`config.mk`:
```
export PLATFORM = sky130hd
export DESIGN_NAME = cbf_queue
export DESIGN_NICKNAME = d
export VERILOG_FILES = /design/src/cbf_queue.sv
export SDC_FILE = /design/constraint.sdc
export NUM_CORES = 1
export LEC_CHECK = 0
export BUFFER_PORTS_ARGS = -buffer_cell sky130_fd_sc_hd__clkbuf_2
export CAP_MARGIN = 5
export CORE_UTILIZATION = 35
export CTS_CLUSTER_DIAMETER = 30
export DETAILED_ROUTE_END_ITERATION = 12
export REMOVE_ABC_BUFFERS = 1
export SETUP_SLACK_MARGIN = 0.3
export SYNTH_ARGS = -nofsm -noshare
export SYNTH_HDL_FRONTEND = slang
export SYNTH_SLANG_ARGS = --single-unit
```
`constraint.sdc`:
```
create_clock -name clk -period 2 [get_ports clk]
set_clock_uncertainty 0.15 [all_clocks]
set_input_delay 0.5 -clock clk [delete_from_list [all_inputs] [get_ports clk]]
set_output_delay 0.5 -clock clk [all_outputs]
set_load 0.005 [all_outputs]
```
`src/cbf_queue.sv`:
```
// ----------------------------------------------------------------------------
// cbf_queue
// Two-entry job queue between the hashing front end and the table back end.
// ----------------------------------------------------------------------------
module cbf_queue #(
    parameter int W = 8
) (
    input  logic         clk,
    input  logic         rst_n,
    input  logic         push_valid,
    output logic         push_ready,
    input  logic [W-1:0] push_data,
    output logic         pop_valid,
    input  logic         pop,
    output logic [W-1:0] pop_data
);
    logic [W-1:0] data_reg [2];
    logic         wr_ptr_reg, wr_ptr_next;
    logic         rd_ptr_reg, rd_ptr_next;
    logic [1:0]   count_reg, count_next;
    logic         do_push, do_pop;

    assign push_ready = (count_reg != 2'd2);
    assign pop_valid  = (count_reg != 2'd0);
    assign pop_data   = data_reg[rd_ptr_reg];
    assign do_push    = push_valid && push_ready;
    assign do_pop     = pop && pop_valid;

    always_comb
    begin
        wr_ptr_next = do_push ? ~wr_ptr_reg : wr_ptr_reg;
        rd_ptr_next = do_pop ? ~rd_ptr_reg : rd_ptr_reg;
        count_next  = count_reg + {1'b0, do_push} - {1'b0, do_pop};
    end

    always_ff @(posedge clk or negedge rst_n)
    begin
        if (!rst_n)
        begin
            wr_ptr_reg <= 1'b0;
            rd_ptr_reg <= 1'b0;
            count_reg  <= 2'd0;
        end
        else
        begin
            wr_ptr_reg <= wr_ptr_next;
            rd_ptr_reg <= rd_ptr_next;
            count_reg  <= count_next;
        end
    end

    always_ff @(posedge clk)
    begin
        if (do_push)
        begin
            data_reg[wr_ptr_reg] <= push_data;
        end
    end

endmodule

```
==> results of run 1 <==
==> placed cells by master, fill, tap and decap left out <==
cell type	count
and2_4	1
and3_1	1
buf_4	5
buf_6	4
clkbuf_2	20
clkbuf_4	3
clkbuf_8	1
dfrtp_1	3
dfrtp_2	1
dlygate4sd3_1	1
edfxtp_1	16
ha_4	2
inv_2	1
mux2_4	8
nand2_2	1
nand2b_4	1
nor2_1	1
or2_1	1
xnor2_1	2
xnor2_2	1
xor2_1	1
==> logic make-up (layout without fill, tap and decap cells) <==
kind of cell	count (synthesis)	in the layout	share of synthesized area (%)
simple gates	6	6	4.52
fa+ha+maj	2	2	3.23
mux	8	8	11.6
xor+xnor	4	4	4.52
flops	20	20	75.0
buf+inv	2	35	1.13
==> worst max-delay path, delay by kind of cell, from the launching register on <==
family                 cells  cell delay, ns
DFF                        1            0.43
buffers and inverters      2            0.25
muxes                      1            0.30
==> power by group <==
part	switching (mW)	internal (mW)
logic	0.286	0.440
registers	0.0446	0.585
clock network	0.109	0.111
==> layout make-up <==
type / instances / area share, %
flip-flops and latches: 20 / 52.6
clock buffers: 4 / 3.28
multi-input cells: 20 / 23.3
inverters: 1 / 0.339
repair buffers: 30 / 17.4
well taps: 27 / 3.05
==> worst max path at each step <==
stage	startpoint	to	slack, ns
after floorplan	count_reg[1]$_DFF_PN0_	count_reg[1]$_DFF_PN0_	0.22
after global placement	count_reg[1]$_DFF_PN0_	count_reg[1]$_DFF_PN0_	0.18
after detailed placement	count_reg[1]$_DFF_PN0_	count_reg[1]$_DFF_PN0_	0.20
after CTS	rd_ptr_reg$_DFFE_PN0P_	pop_data[3]	0.09
after global routing	rd_ptr_reg$_DFFE_PN0P_	pop_data[7]	0.04
final	rd_ptr_reg$_DFFE_PN0P_	pop_data[7]	0.09
==> repair_timing <==
item | 4_1_cts | 5_1_grt
setup endpoints to repair | 10 | 11
resized for setup | 7 | 16
setup buffers | 4 | 3
endpoints found under the hold margin | 4 | 0
pin swaps | 5 | 2
cloned | 0 | 0
hold buffers | 1 | 0
==> per-layer routing <==
metal  GRT usage, %  share of wire [%]  vias to the layer above
met1           12.2                 41                      214
met3           1.87                4.7                        2
met2           18.1                 53                       14
li1               -                  -                      219
met4           4.41               0.34                        0
met5              0                  0                        -
==> through the flow <==
step	worst slack, ns	hold slack (ns)
6_report	0.0889	0.251
5_1_grt	0.0429	0.238
4_1_cts	0.0850	0.241
3_5_place_dp	0.198	0.165
3_3_place_gp	0.180	0.164
2_1_floorplan	0.225	0.0544
==> impl_results.md, run 1 <==
* Die width at slightly below 50 um
* Post-DP HPWL at around 740 um
* Distinct cells, synth at 14
* Initial DRC Count at 5
* Reg clk slew, reported paths at 0.10 ns
* Most used cell, CP: buf_6
* Die area at 2400 um2
* Min-Delay Path Class: input port to flip-flop
* GPL Wtd Cong at 0.695
* Critical-path cell list: buf_6 > mux2_4 > buf_6
* Site Rows at 16
* Clk_lat worst skew at 0.28 ns
* Worst R2R Path Depth at 7
* Slew HR at approximately 75%
* Reg2reg start: count_reg[0]$_DFF_PN0_
* Syn Std Cell Area at 774 um2
* Antenna violations before repair at 0
* Startpoint Class: flip-flop
* Gr usage total at 10.3%
* Synth Register Bits at 20
* Fmax at 523 MHz
* Congestion Overflow GR at 0
* Die Y at 49.0 um
* Placed instance count at 90
* Req. time, crit path at 1.35 ns
* Clk buf depth at 2
* Seq/Total Area, Yosys at 75.0%
* Slew @ Worst Pin at 0.380 ns
* Synthesis-to-finish area growth at 42.8%
* Power, Total at about 1.6 mW
* Routed WL at 1.18 mm
* Core footprint at 2020 um2
* FILL cells at 172
* Largest net degree at the start of global routing at 12
* Max reg flops at 16
* Fin. Hold Viols at 0
* Top cell type's share of synthesized area at 62.0%
* Number of diodes at 0
* Syn Inst Count at 42
* Sequential cell area at 582 um2
* H-tree depth at 1
* Worst setup EP type: output port
* Wire length per cell at 11.6 um
* Largest area contributor in the netlist: edfxtp_1
* Worst vdd ir at 918 uV
* Outcome: complete, no violations
* Fin util at 54.7%
* Root Buffer: clkbuf_4
* Vias/cell at 4.40
* Most common cell in the netlist: edfxtp_1
* Initial Util at 38.3%
* Average cell area after synthesis at 18.4 um2
* TritonCTS clock tree: done
* Slowest CP cell: dfrtp_2
* Number of max-cap violations at 0
* Via count at 449
* Async SR Flop Fraction at 20.0%
* WHS Path Cells at 1
* Worst R2R Setup Slack at 0.24 ns
* Fin Setup TNS at 0 ns
* Placed cell area at 916 um2
* Largest stage delay, worst path at 0.43 ns
* Fin crit period at 1.91 ns
* CTS Buf Count at 3
* Setup violations, final at 0
* Detailed Routing Iterations Pass 1 at 4
* Commonest cells in the netlist: 16 x edfxtp_1, 8 x mux2_1, 4 x dfrtp_1
* Unrepaired setup endpoints after global routing: true
* Yosys warns at 0
* Design area at about 1100 um2
* Share of layout cells above drive strength 1 at 65.3%
* Hold Path Origin: push_data[4]
* Worst Path Arrival at approximately 1.3 ns
* Period utilization at 95.6%
* Hold EP: data_reg[1][4]$_DFFE_PP_
* Number of synthesized flops with an enable pin at 16
* Pwr dens at roughly 1400 nW/um2
* Nets at 90
* Pleak at 0.477 nW
* Post-route antenna net violation count at 0
* Port bufs at 21
* Commonest register cell after synthesis: edfxtp_1
* Post-Layout Cell Count at roughly 100
* Drt drc at 0
* Clock Sinks at 20
* Kind of critical path: flip-flop to output port
* Vias in the first global route at 406
* Area contributors post-synth: edfxtp_1 62%, dfrtp_1 13%, mux2_1 12%
* Multi-input gate area at 258 um2
* Worst-path fanout max at 5
* First-pass GRT wire length at 1.79 mm
* Reg2reg end: count_reg[1]$_DFF_PN0_
* Slew Limit Fails at 0
* I/O Pins at 22
Note: power is estimated with default switching activity, not from simulation.
==> run 2, diff against run 1 <==
PLACE_DENSITY = 0.58   (was unset)
SKIP_LAST_GASP = 1   (was unset)
clock period = 2.2 ns   (was 2 ns; I/O delays follow)
==> impl_results.md, run 2 (synthesis results as in run 1) <==
* Switching part of the total at 29.1% (+1.2 points)
* Logic pwr share at 43.7% (-2.4 points)
* Pwr dens at 1270 nW/um2 (-11%)
* Detailed Routing Iterations Pass 1 at 5 (+1)
* GPL Wtd Cong at 0.654 (-5.8%)
* Worst Path Arrival at 1.27 ns (about the same)
* Congestion Overflow GR at 0 (unchanged)
* Max reg flops at 16 (unchanged)
* Post-Layout Cell Count at 100 (-2.0%)
* Clk buf depth at 2 (unchanged)
* Worst vdd ir at 596 uV (-35%)
* CTS Buf Count at 3 (unchanged)
* NetSw at 0.389 mW (-12%)
* Reg2reg end: count_reg[1]$_DFF_PN0_
* Hold Path Origin: push_data[3]
* Initial Util at 38.3% (unchanged)
* Pleak at 0.452 nW (-5.3%)
* Largest stage delay, worst path at 0.43 ns (about the same)
* Vias/cell at 4.53 (+2.9%)
* Routed WL at 1.29 mm (+9.3%)
* Period utilization at 89.4%
* Clk pwr share at 13.4% (-0.5 points)
* Unrepaired setup endpoints after global routing: true
* Kind of critical path: flip-flop to output port
* Die area at 2400 um2 (unchanged)
* Core footprint at 2020 um2 (unchanged)
* Design area at 1050 um2 (-5.0%)
* Clk_lat worst skew at 0.29 ns (about the same)
* Slew @ Worst Pin at 0.410 ns (+0.0302 ns)
* Fin Setup TNS at 0 ns (unchanged)
* Fin. Hold Viols at 0 (unchanged)
* Worst slack, placed at 0.361 ns (+0.164 ns)
* Fmax at 508 MHz
* H-tree depth at 1 (unchanged)
* Power, Total at 1.34 mW (-15%)
* Synthesis-to-finish area growth at 35.7%
* I/O Pins at 22 (unchanged)
* Critical-path cell list: buf_6 > mux2_4 > clkbuf_2
* WHS Path Cells at 1 (unchanged)
* Via count at 453 (+0.89%)
* Most frequent cells in the layout: 21 x clkbuf_2, 16 x edfxtp_1, 8 x mux2_4, 4 x buf_4
* Setup violations, final at 0 (unchanged)
* Reg2reg start: count_reg[0]$_DFF_PN0_
* Worst R2R Path Depth at 7 (unchanged)
* Fin crit period at 1.97 ns
* TritonCTS clock tree: done
* Number of max-cap violations at 0 (unchanged)
* Worst-path fanout max at 5 (unchanged)
* Worst setup EP type: output port
* Antenna violations before repair at 0 (unchanged)
* Worst R2R Setup Slack at 0.39 ns (+0.15 ns)
* Site Rows at 16 (unchanged)
* Clock Sinks at 20 (unchanged)
* Critical path's top delay family: flip-flops
* Vias in the first global route at 477 (+17%)
* Number of diodes at 0 (unchanged)
* Slowest CP cell: dfrtp_2
* Outcome: complete, no violations
* Share of layout cells above drive strength 1 at 58.9% (-6.4 points)
* Root Buffer: clkbuf_4
* Gr usage total at 12.2% (+1.9 points)
* Post-DP HPWL at 823 um (+11%)
* Slew HR at 72.7% (-2.0 points)
* Setup ws final at 0.233 ns (+0.144 ns)
* Nets at 88 (-2.2%)
* Most common cell after layout, fill and taps aside: clkbuf_2
* Hold EP: data_reg[1][3]$_DFFE_PP_
* Initial DRC Count at 3 (-2)
* Slew Limit Fails at 0 (unchanged)
* Post-route antenna net violation count at 0 (unchanged)
* Min-Delay Path Class: input port to flip-flop
* Port bufs at 21 (unchanged)
* Req. time, crit path at 1.50 ns (+0.15 ns)
* First-pass GRT wire length at 2.07 mm (+16%)
* Internal power at 0.949 mW (-16%)
* Drt drc at 0 (unchanged)
* Die width at 49.0 um (unchanged)
* Placed instance count at 90 (unchanged)
* Largest net degree at the start of global routing at 12 (unchanged)
* Worst path bufs/invs at 2 (unchanged)
* Reg clk slew, reported paths at 0.11 ns (about the same)
* Placed cell area at 916 um2 (unchanged)
* Startpoint Class: flip-flop
* Part of the power in registers at 42.9% (+3.0 points)
* Die Y at 49.0 um (unchanged)
* Wire length per cell at 12.9 um (+11%)
==> run 2: layer usage <==
metal / part of all wire (%) / GRT usage, % / up-vias
li1: - / - / 214
met2: 52 / 19.9 / 14
met5: 0 / 0 / -
met3: 4.0 / 3.43 / 3
met1: 42 / 14.1 / 222
met4: 1.7 / 7.35 / 0
==> run 2: what timing repair did <==
action                                  4_1_cts  5_1_grt
pin swaps                                     0        5
endpoints found under the hold margin         4        0
hold buffers                                  1        0
setup buffers                                 3        2
resized for setup                            10        6
endpoints found under the setup margin        8        9
==> run 2: how the worst max path moves through the flow <==
stage / start / endpoint / slack, ns / depth (start not counted)
global placement: count_reg[1]$_DFF_PN0_ / count_reg[1]$_DFF_PN0_ / 0.37 / 7
floorplan: count_reg[1]$_DFF_PN0_ / count_reg[1]$_DFF_PN0_ / 0.42 / 7
finish: rd_ptr_reg$_DFFE_PN0P_ / pop_data[4] / 0.23 / 3
detailed placement: count_reg[1]$_DFF_PN0_ / count_reg[1]$_DFF_PN0_ / 0.36 / 7
CTS: rd_ptr_reg$_DFFE_PN0P_ / pop_data[4] / 0.23 / 3
global route: rd_ptr_reg$_DFFE_PN0P_ / pop_data[5] / 0.19 / 3
==> run 2: power by group through the flow <==
stage / sequential, mW / clock (mW) / combinational (mW)
after floorplan: 0.587 / 0 / 0.225
after global placement: 0.601 / 0 / 0.361
after detailed placement: 0.604 / 0 / 0.363
after CTS: 0.573 / 0.181 / 0.498
after global routing: 0.586 / 0.197 / 0.646
final: 0.574 / 0.179 / 0.585
==> run 2: metrics by stage <==
step / hold WS, ns / util [%]
2_1_floorplan: 0.104 / -
3_3_place_gp: 0.215 / 45.3
3_5_place_dp: 0.218 / 45.3
4_1_cts: 0.279 / 49.6
5_1_grt: 0.269 / 52.0
6_report: 0.286 / 52.0
==> run 2: layout make-up <==
| type | count | area, um2 |
|---|---|---|
| Inverter | 1 | 3.75 |
| Clock buffer | 4 | 26.3 |
| Sequential cell | 20 | 582 |
| Fill cell | 179 | 971 |
| Timing Repair Buffer | 28 | 168 |
| Multi-Input combinational cell | 20 | 238 |
| Tap cell | 27 | 33.8 |
==> run 3, diff against run 2 <==
CTS_BUF_LIST = sky130_fd_sc_hd__clkbuf_8   (was unset)
==> impl_results.md, run 3 (synthesis results as in run 1) <==
* Core footprint at 2020 um2 (unchanged)
* Via count at 445 (-1.8%)
* Slew @ Worst Pin at 0.386 ns (-0.0239 ns)
* Outcome: complete, no violations
* Die width at 49.0 um (unchanged)
* Clk_lat worst skew at 0.25 ns (-0.04 ns)
* I/O Pins at 22 (unchanged)
* Period utilization at 87.1% (-2.3 points)
* Max reg flops at 16 (unchanged)
* Setup violations, final at 0 (unchanged)
* Initial Util at 38.3% (unchanged)
* Fmax at 522 MHz (+2.7%)
* Worst setup EP type: output port
* Worst vdd ir at 672 uV (+13%)
* Most common cell after layout, fill and taps aside: clkbuf_2
* NetSw at 0.383 mW (-1.5%)
* Initial DRC Count at 3 (unchanged)
* Congestion Overflow GR at 0 (unchanged)
* Largest net degree at the start of global routing at 12 (unchanged)
* Wire length per cell at 12.3 um (-4.6%)
* Vias in the first global route at 447 (-6.3%)
* Antenna violations before repair at 0 (unchanged)
* Detailed Routing Iterations Pass 1 at 4 (-1)
* Most frequent cells in the layout: 20 x clkbuf_2, 16 x edfxtp_1, 8 x mux2_4, 4 x buf_4
* Clk pwr share at 16.9% (+3.5 points)
* Number of max-cap violations at 0 (unchanged)
* Unrepaired setup endpoints after global routing: true
* Min-Delay Path Class: input port to flip-flop
* Port bufs at 21 (unchanged)
* Internal power at 1.01 mW (+5.9%)
* Fin Hold WS at 0.335 ns (+0.0489 ns)
* Drt drc at 0 (unchanged)
* Site Rows at 16 (unchanged)
* Post-route antenna net violation count at 0 (unchanged)
* Routed WL at 1.23 mm (-4.6%)
* Nets at 88 (unchanged)
* Die area at 2400 um2 (unchanged)
* Vias/cell at 4.45 (-1.8%)
* Number of diodes at 0 (unchanged)
* Share of layout cells above drive strength 1 at 57.5% (-1.4 points)
* Worst Path Arrival at 1.22 ns (-0.05 ns)
* TritonCTS clock tree: done
* Fin crit period at 1.92 ns (-0.0512 ns)
* CTS Buf Count at 3 (unchanged)
* FILL cells at 179 (unchanged)
* Post-DP HPWL at 823 um (unchanged)
* First-pass GRT wire length at 1.95 mm (-6.0%)
* Worst-path fanout max at 5 (unchanged)
* Clock Sinks at 20 (unchanged)
* Pleak at 0.465 nW (+3.0%)
* Slew Limit Fails at 0 (unchanged)
* Slew HR at 74.3% (+1.6 points)
* Synthesis-to-finish area growth at 37.3%
* Fin. Hold Viols at 0 (unchanged)
* Clk buf depth at 2 (unchanged)
* Pwr dens at 1310 nW/um2 (+2.6%)
* Reg clk slew, reported paths at 0.07 ns (-0.04 ns)
* Switching part of the total at 27.6% (-1.5 points)
* Gr usage total at 11.5% (-0.67 points)
* Kind of critical path: flip-flop to output port
* H-tree depth at 1 (unchanged)
* Part of the power in registers at 41.3% (-1.6 points)
* Startpoint Class: flip-flop
* Fin Setup TNS at 0 ns (unchanged)
* Req. time, crit path at 1.50 ns (about the same)
* GPL Wtd Cong at 0.654 (unchanged)
* Die Y at 49.0 um (unchanged)
* Logic pwr share at 41.7% (-2.0 points)
* Root Buffer: clkbuf_8
[run 3: per-stage QoR]
stage	area [um2]	total power [mW]	setup slack [ns]	utilization (%)	std cells
after floorplan	769	0.812	0.425	-	41
after global placement	916	0.962	0.374	45.3	90
after detailed placement	916	0.967	0.361	45.3	90
after CTS	980	1.22	0.284	48.5	96
after global routing	1060	1.48	0.254	52.6	100
final	1060	1.39	0.284	52.6	100
[run 3: worst max-delay path, stage by stage (launching register included)]
cell,delay (ns)
dfrtp_2,0.41
buf_6,0.14
mux2_4,0.29
buf_6,0.11
[run 3: repair_timing]
item	4_1_cts	5_1_grt
buffers inserted	1	4
endpoints found under the setup margin	8	9
pin swaps	0	2
hold endpoints to repair	4	0
hold buffers	1	0
resized for setup	1	16
[run 3: area by class of cell]
class                      count  area (um2)  share of cell area [%]
sequential                    20         582                    54.7
multi-input combinational     20         225                    21.2
timing repair buffer          28         174                    16.4
clock buffer                   3        41.3                    3.88
tap                           27        33.8                    3.18
clock inverter                 1        3.75                   0.353
inverter                       1        3.75                   0.353
[run 3: metal layers]
metal | wire length [um] | GRT usage [%] | vias up | part of all wire [%]
met5 | 0 | 0 | - | 0
met4 | 31 | 8.82 | 0 | 2.5
met3 | 56 | 3.43 | 3 | 4.5
met2 | 638 | 18.1 | 16 | 52
met1 | 507 | 13.1 | 212 | 41
li1 | - | - | 214 | -
[run 3: worst paths after layout]
kind,slack [ns],end,depth (start not counted),start
min reg2reg,0.35,wr_ptr_reg$_DFFE_PN0N_,1,wr_ptr_reg$_DFFE_PN0N_
max in group asynchronous,1.28,rd_ptr_reg$_DFFE_PN0P_,2,rst_n
min,0.33,data_reg[0][2]$_DFFE_PP_,1,push_data[2]
max,0.28,pop_data[2],3,rd_ptr_reg$_DFFE_PN0P_
min in group asynchronous,0.48,wr_ptr_reg$_DFFE_PN0N_,2,rst_n
max reg2reg,0.38,count_reg[1]$_DFF_PN0_,7,count_reg[0]$_DFF_PN0_
[run 3: power by group through the flow]
stage	clock network, mW	logic [mW]	registers (mW)
after floorplan	0	0.225	0.587
final	0.235	0.580	0.574
after global routing	0.252	0.638	0.586
after detailed placement	0	0.363	0.604
after global placement	0	0.361	0.601
after CTS	0.240	0.383	0.596
